[src/design/time_of_day_text_parser_unit_defines.svh]
// ----------------------------------------------------------------------------
// time_of_day_text_parser_unit_defines
// assertion macros for the time of day text parser
// ----------------------------------------------------------------------------
`ifndef TIME_OF_DAY_TEXT_PARSER_UNIT_DEFINES_SVH
`define TIME_OF_DAY_TEXT_PARSER_UNIT_DEFINES_SVH

// same-cycle check
`define TODTP_ASSERT(lbl, prop, msg) \
  lbl: assert property (@(posedge clk_i) disable iff (!rst_ni) (prop)) else $error(msg);

// next-cycle check
`define TODTP_ASSERT_NEXT(lbl, ante, cons, msg) \
  lbl: assert property (@(posedge clk_i) disable iff (!rst_ni) (ante) |=> (cons)) \
    else $error(msg);

`endif

[src/design/todtp_pkg.sv]
// ----------------------------------------------------------------------------
// todtp_pkg
// types, character codes and field weights of the time of day text parser
// ----------------------------------------------------------------------------
package todtp_pkg;

  typedef enum logic [1:0] {
    StOk      = 2'd0,
    StTooMany = 2'd1,
    StInvalid = 2'd2,
    StColons  = 2'd3
  } status_e;

  localparam logic [7:0] CharColon = 8'h3A;
  localparam logic [7:0] CharComma = 8'h2C;
  localparam logic [7:0] CharDot   = 8'h2E;
  localparam logic [7:0] CharSpace = 8'h20;
  localparam logic [7:0] CharTab   = 8'h09;
  localparam logic [7:0] CharZero  = 8'h30;
  localparam logic [7:0] CharNine  = 8'h39;

  localparam logic [31:0] MsPerHour   = 32'd3600000;
  localparam logic [31:0] MsPerMinute = 32'd60000;
  localparam logic [31:0] MsPerSecond = 32'd1000;
  localparam logic [31:0] MsPerMs     = 32'd1;

  localparam logic [1:0] ColonsExpected = 2'd2;
  localparam logic [1:0] LastField      = 2'd3;

  // weight of one field in milliseconds
  function automatic logic [31:0] field_weight(input logic [1:0] idx);
    logic [31:0] w;
    unique case (idx)
      2'd0:    w = MsPerHour;
      2'd1:    w = MsPerMinute;
      2'd2:    w = MsPerSecond;
      default: w = MsPerMs;
    endcase
    return w;
  endfunction

  // one digit scaled by its field weight
  function automatic logic [31:0] digit_weight(input logic [1:0] idx, input logic [3:0] d);
    logic [31:0] w;
    w = field_weight(idx);
    return w * {28'd0, d};
  endfunction

endpackage

[src/design/time_of_day_text_parser_unit.sv]
// ----------------------------------------------------------------------------
// time_of_day_text_parser_unit: parses hh:mi:ss[.mil|,mil] text into milliseconds
// result: registered beat, valid in the cycle after the last character is accepted
// throughput: one character per cycle; input stalls while a result beat waits stalled
// reset: all parse state and the result register clear asynchronously
// ----------------------------------------------------------------------------
`include "time_of_day_text_parser_unit_defines.svh"

module time_of_day_text_parser_unit (
  input  logic        clk_i,
  input  logic        rst_ni,
  input  logic        in_valid_i,
  output logic        in_stall_o,
  input  logic [7:0]  char_code_i,
  input  logic        is_last_i,
  output logic        out_valid_o,
  input  logic        out_stall_i,
  output logic [31:0] time_ms_o,
  output logic [1:0]  status_o,
  output logic        odd_digit_warning_o
);

  // weighted field value and sum of closed fields, both modulo 2^32
  logic [31:0]          wacc_q, wacc_d;
  logic [31:0]          sum_q, sum_d;
  logic [1:0]           idx_q, idx_d;
  logic [1:0]           colons_q, colons_d;
  logic                 parity_q, parity_d;
  logic                 dot_q, dot_d;
  todtp_pkg::status_e   err_q, err_d;

  logic                 out_valid_q;
  logic [31:0]          ms_q, ms_d;
  todtp_pkg::status_e   status_q, status_d;
  logic                 warn_q, warn_d;

  logic accept;
  logic is_digit, is_sep, is_colon, is_blank;

  assign in_stall_o = out_valid_q & out_stall_i;
  assign accept     = in_valid_i & ~in_stall_o;

  assign is_digit = (char_code_i >= todtp_pkg::CharZero) && (char_code_i <= todtp_pkg::CharNine);
  assign is_colon = (char_code_i == todtp_pkg::CharColon);
  assign is_sep   = (char_code_i == todtp_pkg::CharComma) || (char_code_i == todtp_pkg::CharDot);
  assign is_blank = (char_code_i == todtp_pkg::CharSpace) || (char_code_i == todtp_pkg::CharTab);

  always_comb begin
    wacc_d   = wacc_q;
    sum_d    = sum_q;
    idx_d    = idx_q;
    colons_d = colons_q;
    parity_d = parity_q;
    dot_d    = dot_q;
    err_d    = err_q;
    if (err_q == todtp_pkg::StOk) begin
      priority if (is_sep || is_colon) begin
        if (is_sep) begin
          dot_d = 1'b1;
        end else begin
          colons_d = colons_q + 2'd1;
        end
        sum_d  = sum_q + wacc_q;
        wacc_d = '0;
        if (idx_q == todtp_pkg::LastField) begin
          err_d = todtp_pkg::StTooMany;
        end else begin
          idx_d = idx_q + 2'd1;
        end
      end else if (is_digit) begin
        if (!dot_q) begin
          parity_d = ~parity_q;
        end
        wacc_d = (wacc_q << 3) + (wacc_q << 1)
               + todtp_pkg::digit_weight(idx_q, char_code_i[3:0]);
      end else if (!is_blank) begin
        err_d = todtp_pkg::StInvalid;
      end
    end
  end

  always_comb begin
    status_d = err_d;
    if (err_d == todtp_pkg::StOk && colons_d != todtp_pkg::ColonsExpected) begin
      status_d = todtp_pkg::StColons;
    end
    ms_d   = (status_d == todtp_pkg::StOk) ? (sum_d + wacc_d) : '0;
    warn_d = (status_d == todtp_pkg::StTooMany || status_d == todtp_pkg::StInvalid)
           ? 1'b0 : parity_d;
  end

  always_ff @(posedge clk_i or negedge rst_ni) begin
    if (!rst_ni) begin
      wacc_q      <= '0;
      sum_q       <= '0;
      idx_q       <= '0;
      colons_q    <= '0;
      parity_q    <= 1'b0;
      dot_q       <= 1'b0;
      err_q       <= todtp_pkg::StOk;
      out_valid_q <= 1'b0;
    end else begin
      if (accept) begin
        if (is_last_i) begin
          wacc_q   <= '0;
          sum_q    <= '0;
          idx_q    <= '0;
          colons_q <= '0;
          parity_q <= 1'b0;
          dot_q    <= 1'b0;
          err_q    <= todtp_pkg::StOk;
        end else begin
          wacc_q   <= wacc_d;
          sum_q    <= sum_d;
          idx_q    <= idx_d;
          colons_q <= colons_d;
          parity_q <= parity_d;
          dot_q    <= dot_d;
          err_q    <= err_d;
        end
      end
      if (accept && is_last_i) begin
        out_valid_q <= 1'b1;
      end else if (!out_stall_i) begin
        out_valid_q <= 1'b0;
      end
    end
  end

  // result payload
  always_ff @(posedge clk_i or negedge rst_ni) begin
    if (!rst_ni) begin
      ms_q     <= '0;
      status_q <= todtp_pkg::StOk;
      warn_q   <= 1'b0;
    end else if (accept && is_last_i) begin
      ms_q     <= ms_d;
      status_q <= status_d;
      warn_q   <= warn_d;
    end
  end

  assign out_valid_o         = out_valid_q;
  assign time_ms_o           = ms_q;
  assign status_o            = status_q;
  assign odd_digit_warning_o = warn_q;

  `TODTP_ASSERT(a_err_ms_zero,
    !(out_valid_o && status_o != todtp_pkg::StOk) || time_ms_o == 32'd0,
    "nonzero time on error status")
  `TODTP_ASSERT(a_err_no_warn,
    !(out_valid_o && (status_o == todtp_pkg::StTooMany || status_o == todtp_pkg::StInvalid))
      || !odd_digit_warning_o,
    "warning set with latched error")
  `TODTP_ASSERT_NEXT(a_no_spurious_beat, accept && !is_last_i && !out_valid_o, !out_valid_o,
    "result beat without last character")
  `TODTP_ASSERT_NEXT(a_err_latched, accept && !is_last_i && err_q != todtp_pkg::StOk,
    $stable(err_q) && $stable(sum_q) && $stable(wacc_q),
    "state changed after latched error")

endmodule
[config.mk]
export PLATFORM = sky130hd
export DESIGN_NAME = time_of_day_text_parser_unit
export DESIGN_NICKNAME = d
export VERILOG_FILES = /design/src/design/todtp_pkg.sv /design/src/design/time_of_day_text_parser_unit.sv
export VERILOG_INCLUDE_DIRS = /design/src /design/src/design
export SDC_FILE = /design/constraint.sdc
export NUM_CORES = 1
export LEC_CHECK = 0
export BUFFER_PORTS_ARGS = -buffer_cell sky130_fd_sc_hd__buf_2
export CORE_ASPECT_RATIO = 0.6
export CORE_MARGIN = 1
export CORE_UTILIZATION = 49
export DETAILED_ROUTE_END_ITERATION = 8
export HOLD_SLACK_MARGIN = 0.15
export PLACE_DENSITY = 0.73
export SETUP_SLACK_MARGIN = 0.1
export SLEW_MARGIN = 20
export SYNTH_ARGS = -nofsm -noshare
export SYNTH_HDL_FRONTEND = slang
export SYNTH_SLANG_ARGS = --single-unit
[constraint.sdc]
create_clock -name clk_i -period 8.5 [get_ports clk_i]
set_input_delay 0.425 -clock clk_i [delete_from_list [all_inputs] [get_ports clk_i]]
set_output_delay 0.425 -clock clk_i [all_outputs]
set_load 0.02 [all_outputs]
==> results of run 1 <==
==> flip-flops by register name, indices dropped and copies added, names as in the netlist <==
name / cells
colons_q: 2
parity_q: 1
wacc_q: 32
sum_q: 32
status_o: 2
time_ms_o: 32
out_valid_o: 1
dot_q: 1
err_q: 2
idx_q: 2
odd_digit_warning_o: 1
==> cell type report <==
class / count / area (um^2)
well taps: 315 / 394
clock inverters: 4 / 48.8
fillers: 2190 / 10700
clock buffers: 11 / 253
flip-flops and latches: 108 / 2700
repair buffers: 61 / 340
inverters: 108 / 405
multi-input cells: 1111 / 8330
==> cells in the final DEF (no fill, tap or decap), types with 14 or more instances in the layout <==
cell type  Yosys  final
a21o_1        49     49
a21oi_1       87     87
a22o_1        40     40
and2_1        19     19
buf_2          1     48
dfrtp_1      108    108
fa_1          59     59
ha_1         131    131
inv_1        106    106
nand2_1      199    198
nand2b_1      15     14
nand3_1       21     21
nor2_1        67     66
nor3_1        26     26
o21a_1        16     16
o21ai_0       96     96
o21ai_1       29     29
xnor2_1       52     52
xor2_1        32     32
==> per-layer routing <==
layer	routed length, um	global-route usage (%)	vias up
met5	0	0	-
met4	427	6.20	0
met3	2220	6.07	29
met2	13300	40.2	315
met1	15100	38.8	4973
li1	-	-	4889
==> power by group through the flow <==
stage	registers, mW	clock network [mW]	logic (mW)
after global placement	0.644	0	1.71
after CTS	0.636	0.465	1.77
after floorplan	0.627	0	1.38
after detailed placement	0.645	0	1.76
final	0.639	0.456	1.79
after global routing	0.646	0.483	2.04
==> repair_timing <==
action | 4_1_cts | 5_1_grt
buffers inserted | 0 | 0
endpoints found under the hold margin | 24 | 0
hold buffers | 1 | 0
resized for setup | 0 | 0
==> cell families (layout without fill, tap and decap cells) <==
family                   count (synthesis)  count (layout)
AO/OA/AOI/OAI                          427             427
AND/OR/NAND/NOR                        405             405
adder cells (fa/ha/maj)                191             191
buffers and inverters                  154             184
flip-flops                             108             108
XOR/XNOR                                85              85
multiplexers                             3               3
==> tightest hold or removal path, cell delays in order <==
cell and delay (ps):
buf_2 90, nand2_2 70, nand2_1 70, o21ai_0 80
==> worst min path at each step <==
stage,startpoint,end,depth (start not counted)
after floorplan,rst_ni,colons_q[0],0
after global placement,time_ms_o[9],time_ms_o[9],2
after detailed placement,time_ms_o[13],time_ms_o[13],2
after CTS,in_valid_i,wacc_q[27],4
after global routing,in_valid_i,wacc_q[27],4
final,in_valid_i,wacc_q[27],4
==> per-stage QoR <==
step / utilization, % / instances
6_report: 53.8 / 1718
5_1_grt: 53.8 / 1718
2_1_floorplan: - / 1373
3_3_place_gp: 52.5 / 1702
4_1_cts: 53.8 / 1718
3_5_place_dp: 52.5 / 1702
==> summary.txt, run 1 <==
Logic synthesis
  – Synth Area in Simple Gates: 15.8%
  – Post-synth top cells: nand2_1 (199), ha_1 (131), dfrtp_1 (108)
  – Yosys top cell area share: 23.3%
  – Synth Flop Type: dfrtp_1
  – Multiplexer share of the synthesized area: 0.259%
  – Post-Synthesis Net Count: 1576
  – Adder-Cell Fraction of Synth Area: 24.4%
  – Largest family of logic cells by synthesized area: compound AO/OA/AOI/OAI gates
  – Seq cells post-synth: 108
  – YS warnings: 0
  – Cell accounting for the most synthesized area: dfrtp_1
  – Cells after Synth: 1373
  – Synthesized area per cell: 8.45 um^2
  – Post-synthesis xor/xnor area fraction: 6.54%
  – Post-synthesis cell area: 11600 um^2
  – Post-synth EDFFs: 0
  – Post-synth cell types: 77
  – Post-synth ARST share: 100%
  – Most common cell in the netlist: nand2_1
  – Post-synthesis compound-gate area fraction: 24.7%
  – Top post-synthesis cells by area: dfrtp_1 (23%), ha_1 (14%), fa_1 (10%)
  – Post-synthesis sequential area ratio: 23.3%

Route
  – Via count: 10206
  – DRT Pass-1 Iters: 5
  – Post-DRT Antenna Nets: 0
  – Drt drc: 0
  – Routed length per instance: 18.1 um
  – 1st-iter DRT viols: 769
  – Final wirelength: 31100 um
  – Routed vias/inst: 5.94

GRT
  – Largest net degree at the start of global routing: 67
  – Tot GR Track Use: 26.7%
  – First-pass GRT wire length: 51100 um
  – Initial antenna violation count: 0
  – Vias in the first global route: 9617
  – Total gr overflow: 0

Floorplan
  – Die X: 201 um
  – CORE AREA: 23200 um^2
  – Row cnt: 43
  – # IOs: 50
  – Die area: 24300 um^2
  – Die span in y: 121 um
  – Starting Density: 50.1%

Placed design
  – Dpl cell area: 12200 um^2
  – Port Buffers: 49
  – Dpl ws: 771 ps
  – Final HPWL DP: 24200 um
  – Routability cong.: 0.946

Worst setup path
  – CP Data Required Time: 8820 ps
  – Crit Path Class: flip-flop to flip-flop
  – Levels on crit path: 28
  – Worst Setup EP: time_ms_o[31]
  – Type of origin of the critical path: flip-flop
  – Largest delay share family, worst path: adder cells
  – CP bufs+invs: 3
  – Worst Setup End Kind: flip-flop
  – Worst R2R Start: idx_q[0]
  – CP max-delay cell: fa_1
  – Largest stage delay, worst path: 620 ps
  – Worst R2R Setup Slack: 680 ps
  – Crit Path Max Fanout: 14
  – Worst R2R End: time_ms_o[31]
  – Arrival @ worst endpoint: 8140 ps
  – Register-to-Register Path Depth: 28
  – Setup crit start: idx_q[0]

Timing
  – Final hold violation count: 0
  – Max Freq: 128 MHz
  – RSZ-0062 raised after global routing: false
  – Period minus WS final: 7820 ps
  – Crit share post-route: 92.0%
  – Final worst setup slack: 680 ps
  – Setup Skew: 9.06 ps
  – Slew @ Worst Pin: 1020 ps
  – Setup_tns: 0 ps
  – Hold Slack: 397 ps
  – Final setup viols: 0
  – Slew margin rel.: 31.7%
  – Max-slew violation total from the final report: 0

Power and ir drop
  – Logic pwr share: 62.0%
  – Switching Power: 1.34 mW
  – PwrDens: 231 nW/um^2
  – Int Pwr: 1.54 mW
  – Clock network fraction of total power: 15.8%
  – Overall power: 2.88 mW
  – Sw Share: 46.6%
  – Peak supply drop: 144 uV
  – P_leak: 6.29 nW
  – Sequential power share: 22.2%

Clocking
  – Clk Latency, worst-skew pair: 380 ps
  – Num CTS Buffers: 9
  – Clock root buffer: clkbuf_16
  – CTS sink cnt: 108
  – CTS tree: yes
  – CTS Buffer Depth: 2
  – CTS H-Tree Depth: 3
  – CTS clk-pin slew, worst paths: 80 ps

Cells and area
  – Final instance area: 12500 um^2
  – Area growth, synth to finish: 7.49%
  – Share of cells above drive strength 1: 7.48%
  – Final #Nets: 1602
  – ANT cells: 0

Job
  – Max-capacitance violation count: 0

Status
  – Outcome: finished, final reports clean

Worst hold path
  – Hold Path Class: input port to flip-flop
Note: power is estimated with default switching activity, not from simulation.
==> run 2: changes to the inputs <==
--- a/config.mk
+++ b/config.mk
@@ -7,7 +7,6 @@
 export NUM_CORES = 1
 export LEC_CHECK = 0
 export BUFFER_PORTS_ARGS = -buffer_cell sky130_fd_sc_hd__buf_2
-export CORE_ASPECT_RATIO = 0.6
 export CORE_MARGIN = 1
 export CORE_UTILIZATION = 49
 export DETAILED_ROUTE_END_ITERATION = 8
==> run 2 against run 1 <==
Critical path depth stayed put. Die area hardly changed. Register-to-register slack better by 170 ps. Power down 0.15%. Largest power group unchanged.
==> summary.txt, run 2 (synthesis gave the netlist of run 1 again) <==
Status
  – Outcome: finished, final reports clean

Floorplan
  – CORE AREA: 22900 um^2 (-1.2%)
  – Die X: 156 um (-22%)
  – Die span in y: 156 um (+29%)
  – Die area: 24300 um^2 (about the same)
  – Row cnt: 55 (+28%)
  – # IOs: 50 (unchanged)
  – Starting Density: 50.6% (+0.60 points)

Cells and area
  – Commonest non-fill, non-tap cell in the layout: nand2_1
  – Share of cells above drive strength 1: 7.35% (-0.14 points)
  – Final #Nets: 1600 (-0.12%)
  – Post-layout util: 54.4% (+0.63 points)
  – Commonest non-fill, non-tap cells in the layout: nand2_1 (198), ha_1 (131), dfrtp_1 (108), inv_1 (106), o21ai_0 (96)
  – ANT cells: 0 (unchanged)
  – Area growth, synth to finish: 7.47% (about the same)
  – Fill count: 2099 (-4.2%)

Timing
  – Hold Slack: 198 ps (-199 ps)
  – Slew @ Worst Pin: 1050 ps (+30.0 ps)
  – Period minus WS final: 7650 ps (-171 ps)
  – RSZ-0062 raised after global routing: false
  – Final worst setup slack: 851 ps (+171 ps)
  – Setup_tns: 0 ps (unchanged)
  – Max Freq: 131 MHz (+2.2%)
  – Setup Skew: 7.63 ps (-1.44 ps)
  – Slew margin rel.: 29.7% (-2.0 points)
  – Max-slew violation total from the final report: 0 (unchanged)
  – Final setup viols: 0 (unchanged)
  – Crit share post-route: 90.0% (-2.0 points)
  – Final hold violation count: 0 (unchanged)

Worst setup path
  – Crit Path Class: flip-flop to flip-flop
  – CP max-delay cell: fa_1
  – Worst R2R Setup Slack: 850 ps (+170 ps)
  – Type of origin of the critical path: flip-flop
  – Crit Path Max Fanout: 14 (unchanged)
  – Arrival @ worst endpoint: 7940 ps (-200 ps)
  – Worst Setup End Kind: flip-flop
  – CP Data Required Time: 8790 ps (-30 ps)
  – Largest stage delay, worst path: 600 ps (-20 ps)

Route
  – Routed length per instance: 17.8 um (-2.0%)
  – Final wirelength: 30500 um (-2.2%)
  – Post-DRT Antenna Nets: 0 (unchanged)
  – 1st-iter DRT viols: 625 (-19%)
  – Drt drc: 0 (unchanged)
  – DRT Pass-1 Iters: 5 (unchanged)
  – Routed vias/inst: 5.85 (-1.5%)
  – Via count: 10037 (-1.7%)

Power and ir drop
  – Overall power: 2.88 mW (-0.15%)
  – PwrDens: 231 nW/um^2 (-0.13%)
  – Peak supply drop: 147 uV (+2.5%)
  – P_leak: 6.28 nW (-0.13%)

GRT
  – Tot GR Track Use: 26.5% (-0.27 points)
  – Vias in the first global route: 10041 (+4.4%)
  – First-pass GRT wire length: 50600 um (-1.1%)
  – Largest net degree at the start of global routing: 69 (+3.0%)
  – Total gr overflow: 0 (unchanged)
  – Initial antenna violation count: 0 (unchanged)

Clocking
  – Clock root buffer: clkbuf_16
  – Post-CTS setup buffer count: 0 (unchanged)
  – CTS sink cnt: 108 (unchanged)
  – Hold-fix buffers at CTS: 0 (-1)
  – Num CTS Buffers: 9 (unchanged)
  – CTS Buffer Depth: 2 (unchanged)
  – Cts repair resizes: 0 (unchanged)
  – CTS H-Tree Depth: 3 (unchanged)
  – CTS tree: yes
  – Clk Latency, worst-skew pair: 360 ps (-20 ps)
  – CTS clk-pin slew, worst paths: 70 ps (about the same)

Placed design
  – Routability cong.: 0.894 (-5.6%)
  – Port Buffers: 49 (unchanged)
  – Dpl ws: 927 ps (+156 ps)
  – Final HPWL DP: 23300 um (-3.4%)

Worst hold path
  – Hold Path Class: input port to asynchronous set/reset pin

Job
  – Max-capacitance violation count: 0 (unchanged)
==> run 2: changes by cell type in the layout (fill, tap and decap cells not counted), sizes merged <==
cell,before,now
clkinv,4,2
clkbuf,11,12
buf,60,59
clkinvlp,0,1
bufinv,1,2
dlygate4sd3,1,0
==> run 2: worst max-delay path, delay by kind of cell (launching register included) <==
| family | cells | cell delay (ps) |
|---|---|---|
| DFF | 1 | 480 |
| adders and majority gates | 6 | 2750 |
| xor gates and xnor gates | 2 | 490 |
| buffers and inverters | 3 | 150 |
| AOI/OAI and AO/OA | 12 | 2530 |
| and+or+nand+nor | 5 | 1150 |
==> run 2: worst paths after layout <==
| kind | startpoint | to | cells past startpoint |
|---|---|---|---|
| max | idx_q[0] | time_ms_o[31] | 28 |
| min | rst_ni | idx_q[0] | 1 |
| max reg2reg | idx_q[0] | time_ms_o[31] | 28 |
| min reg2reg | time_ms_o[5] | time_ms_o[5] | 2 |
| max in group asynchronous | rst_ni | wacc_q[28] | 2 |
| min in group clk_i | in_valid_i | wacc_q[27] | 4 |
==> run 2: layout make-up <==
class,instances,area [um^2],area share (%)
multi-input combinational,1111,8330,66.8
sequential,108,2700,21.7
inverter,108,405,3.25
tap,313,392,3.14
timing repair buffer,59,323,2.59
clock buffer,12,246,1.98
clock inverter,4,72.6,0.582
==> run 2: power breakdown <==
group / internal [mW] / switching, mW
clock network: 0.267 / 0.202
registers: 0.565 / 0.0740
logic: 0.735 / 1.04
total: 1.57 / 1.31
==> run 2: per-layer routing <==
layer	global-route usage (%)	vias up	share of wire, %
met3	3.81	65	4.2
met4	11.2	0	3.5
li1	-	4889	-
met2	46.2	253	49
met5	0	-	0
met1	32.6	4830	43
==> run 2: per-stage QoR <==
| stage | instances | area [um^2] |
|---|---|---|
| final | 1715 | 12500 |
| after global routing | 1715 | 12500 |
| after CTS | 1715 | 12500 |
| after detailed placement | 1699 | 12200 |
| after global placement | 1699 | 12200 |
| after floorplan | 1373 | 11600 |
==> run 3: changes to the inputs <==
--- a/config.mk
+++ b/config.mk
@@ -7,11 +7,13 @@
 export NUM_CORES = 1
 export LEC_CHECK = 0
 export BUFFER_PORTS_ARGS = -buffer_cell sky130_fd_sc_hd__buf_2
+export CELL_PAD_IN_SITES_DETAIL_PLACEMENT = 1
+export CELL_PAD_IN_SITES_GLOBAL_PLACEMENT = 1
 export CORE_MARGIN = 1
 export CORE_UTILIZATION = 49
 export DETAILED_ROUTE_END_ITERATION = 8
 export HOLD_SLACK_MARGIN = 0.15
-export PLACE_DENSITY = 0.73
+export PLACE_DENSITY = 0.89
 export SETUP_SLACK_MARGIN = 0.1
 export SLEW_MARGIN = 20
 export SYNTH_ARGS = -nofsm -noshare
==> run 3 against run 2 <==
Routed wire length increased by 18%. Sequential power is essentially flat. Cell count hardly changed. Setup slack worse by 310 ps. Critical path type unchanged. Largest power group unchanged. Highest routed layer unchanged.
==> summary.txt, run 3 (synthesis gave the netlist of run 1 again) <==
Status
  – Outcome: finished, final reports clean

Power and ir drop
  – PwrDens: 237 nW/um^2 (+2.9%)
  – P_leak: 6.26 nW (-0.26%)
  – Clock network fraction of total power: 14.6% (-1.7 points)
  – Peak supply drop: 164 uV (+12%)
  – Sw Share: 48.6% (+3.0 points)
  – Sequential power share: 21.7% (-0.5 points)
  – Int Pwr: 1.52 mW (-3.2%)
  – Logic pwr share: 63.7% (+2.2 points)
  – Switching Power: 1.43 mW (+9.3%)

Cells and area
  – Share of cells above drive strength 1: 7.42% (+0.077 points)
  – Post-layout util: 54.2% (-0.20 points)
  – Area growth, synth to finish: 7.08%
  – Final instance area: 12400 um^2 (-0.36%)
  – Fill count: 2806 (+34%)
  – Final #Nets: 1600 (unchanged)
  – Commonest non-fill, non-tap cells in the layout: nand2_1 (198), ha_1 (131), dfrtp_1 (108), inv_1 (106), o21ai_0 (96)
  – ANT cells: 0 (unchanged)
  – Commonest non-fill, non-tap cell in the layout: nand2_1

GRT
  – Largest net degree at the start of global routing: 69 (unchanged)
  – Initial antenna violation count: 0 (unchanged)
  – Tot GR Track Use: 31.1% (+4.6 points)
  – First-pass GRT wire length: 58700 um (+16%)
  – Vias in the first global route: 11201 (+12%)
  – Total gr overflow: 0 (unchanged)

Timing
  – Setup Skew: 11.0 ps (+3.42 ps)
  – Slew margin rel.: 26.8% (-2.9 points)
  – Final worst setup slack: 545 ps (-306 ps)
  – Max-slew violation total from the final report: 0 (unchanged)
  – RSZ-0062 raised after global routing: false
  – Slew @ Worst Pin: 1100 ps (+43.3 ps)
  – Final hold violation count: 0 (unchanged)
  – Max Freq: 126 MHz (-3.8%)
  – Hold Slack: 120 ps (-78.0 ps)
  – Final setup viols: 0 (unchanged)
  – Crit share post-route: 93.6% (+3.6 points)
  – Period minus WS final: 7950 ps (+306 ps)
  – Setup_tns: 0 ps (unchanged)

Placed design
  – Final HPWL DP: 27800 um (+19%)
  – Port Buffers: 49 (unchanged)
  – Dpl ws: 672 ps (-255 ps)
  – Dpl cell area: 12200 um^2 (unchanged)
  – Routability cong.: 0.911 (+2.0%)

Worst setup path
  – Worst Setup End Kind: flip-flop
  – Crit Path Max Fanout: 14 (unchanged)
  – CP max-delay cell: fa_1
  – Largest stage delay, worst path: 630 ps (+30 ps)
  – Type of origin of the critical path: flip-flop
  – Arrival @ worst endpoint: 8260 ps (+320 ps)
  – Crit Path Class: flip-flop to flip-flop
  – CP Data Required Time: 8810 ps (+20 ps)

Clocking
  – Num CTS Buffers: 9 (unchanged)
  – CTS clk-pin slew, worst paths: 90 ps (+20 ps)
  – Clock root buffer: clkbuf_16
  – CTS sink cnt: 108 (unchanged)
  – CTS H-Tree Depth: 3 (unchanged)
  – Clk Latency, worst-skew pair: 380 ps (+20 ps)
  – Cts repair resizes: 0 (unchanged)
  – Hold-fix buffers at CTS: 0 (unchanged)
  – CTS Buffer Depth: 2 (unchanged)
  – CTS tree: yes
  – Post-CTS setup buffer count: 0 (unchanged)

Route
  – Routed vias/inst: 6.10 (+4.3%)
  – DRT Pass-1 Iters: 5 (unchanged)
  – Via count: 10459 (+4.2%)
  – 1st-iter DRT viols: 588 (-5.9%)
  – Drt drc: 0 (unchanged)
  – Final wirelength: 36100 um (+18%)
  – Routed length per instance: 21.0 um (+18%)
  – Post-DRT Antenna Nets: 0 (unchanged)

Floorplan
  – Die area: 24300 um^2 (unchanged)
  – Die X: 156 um (unchanged)
  – CORE AREA: 22900 um^2 (unchanged)
  – Starting Density: 50.6% (unchanged)
  – Row cnt: 55 (unchanged)
  – Die span in y: 156 um (unchanged)
  – # IOs: 50 (unchanged)

Job
  – Max-capacitance violation count: 0 (unchanged)

Worst hold path
  – Hold Path Class: input port to asynchronous set/reset pin
run 3: worst max-delay path: cells and delay by family, from the launching register on:
kind	cells	cell delay, ps
and+or+nand+nor	6	1290
AOI/OAI and AO/OA	12	2690
DFF	1	480
xor gates and xnor gates	2	450
buffers and inverters	3	160
adders and majority gates	6	2800
run 3: cell type report:
type / count / area, um^2 / share of cell area [%]
Multi-Input combinational cell: 1111 / 8330 / 67.0
Sequential cell: 108 / 2700 / 21.7
Inverter: 108 / 405 / 3.26
Tap cell: 313 / 392 / 3.15
Timing Repair Buffer: 59 / 323 / 2.60
Clock buffer: 9 / 225 / 1.81
Clock inverter: 6 / 48.8 / 0.393
run 3: power groups by stage:
stage               Combinational [mW]  Clock, mW  Sequential, mW
floorplan                         1.38          0           0.627
global placement                  1.73          0           0.646
detailed placement                1.84          0           0.651
CTS                               1.87      0.436           0.640
global route                      2.10      0.447           0.649
finish                            1.88      0.430           0.641
run 3: through the flow:
stage	cells	total power, mW
final	1714	2.95
after global routing	1714	3.20
after CTS	1714	2.95
after detailed placement	1699	2.49
after global placement	1699	2.38
after floorplan	1373	2.01
run 3: routing by layer:
layer | wire [um] | vias up | GRT usage (%)
met5 | 0 | - | 0
met4 | 1770 | 0 | 16.4
li1 | - | 4876 | -
met3 | 1110 | 103 | 3.33
met2 | 18600 | 207 | 56.9
met1 | 14600 | 5273 | 35.5
run 3: path summary, 6_finish.rpt:
path | slack (ps) | cells past startpoint | to | startpoint
hold reg to reg | 480 | 2 | time_ms_o[9] | time_ms_o[9]
setup reg to reg | 550 | 29 | time_ms_o[31] | idx_q[0]
max in group asynchronous | 7170 | 2 | sum_q[15] | rst_ni
hold / removal | 120 | 1 | wacc_q[0] | rst_ni
min in group clk_i | 470 | 3 | out_valid_o | out_stall_i
setup / recovery | 550 | 29 | time_ms_o[31] | idx_q[0]
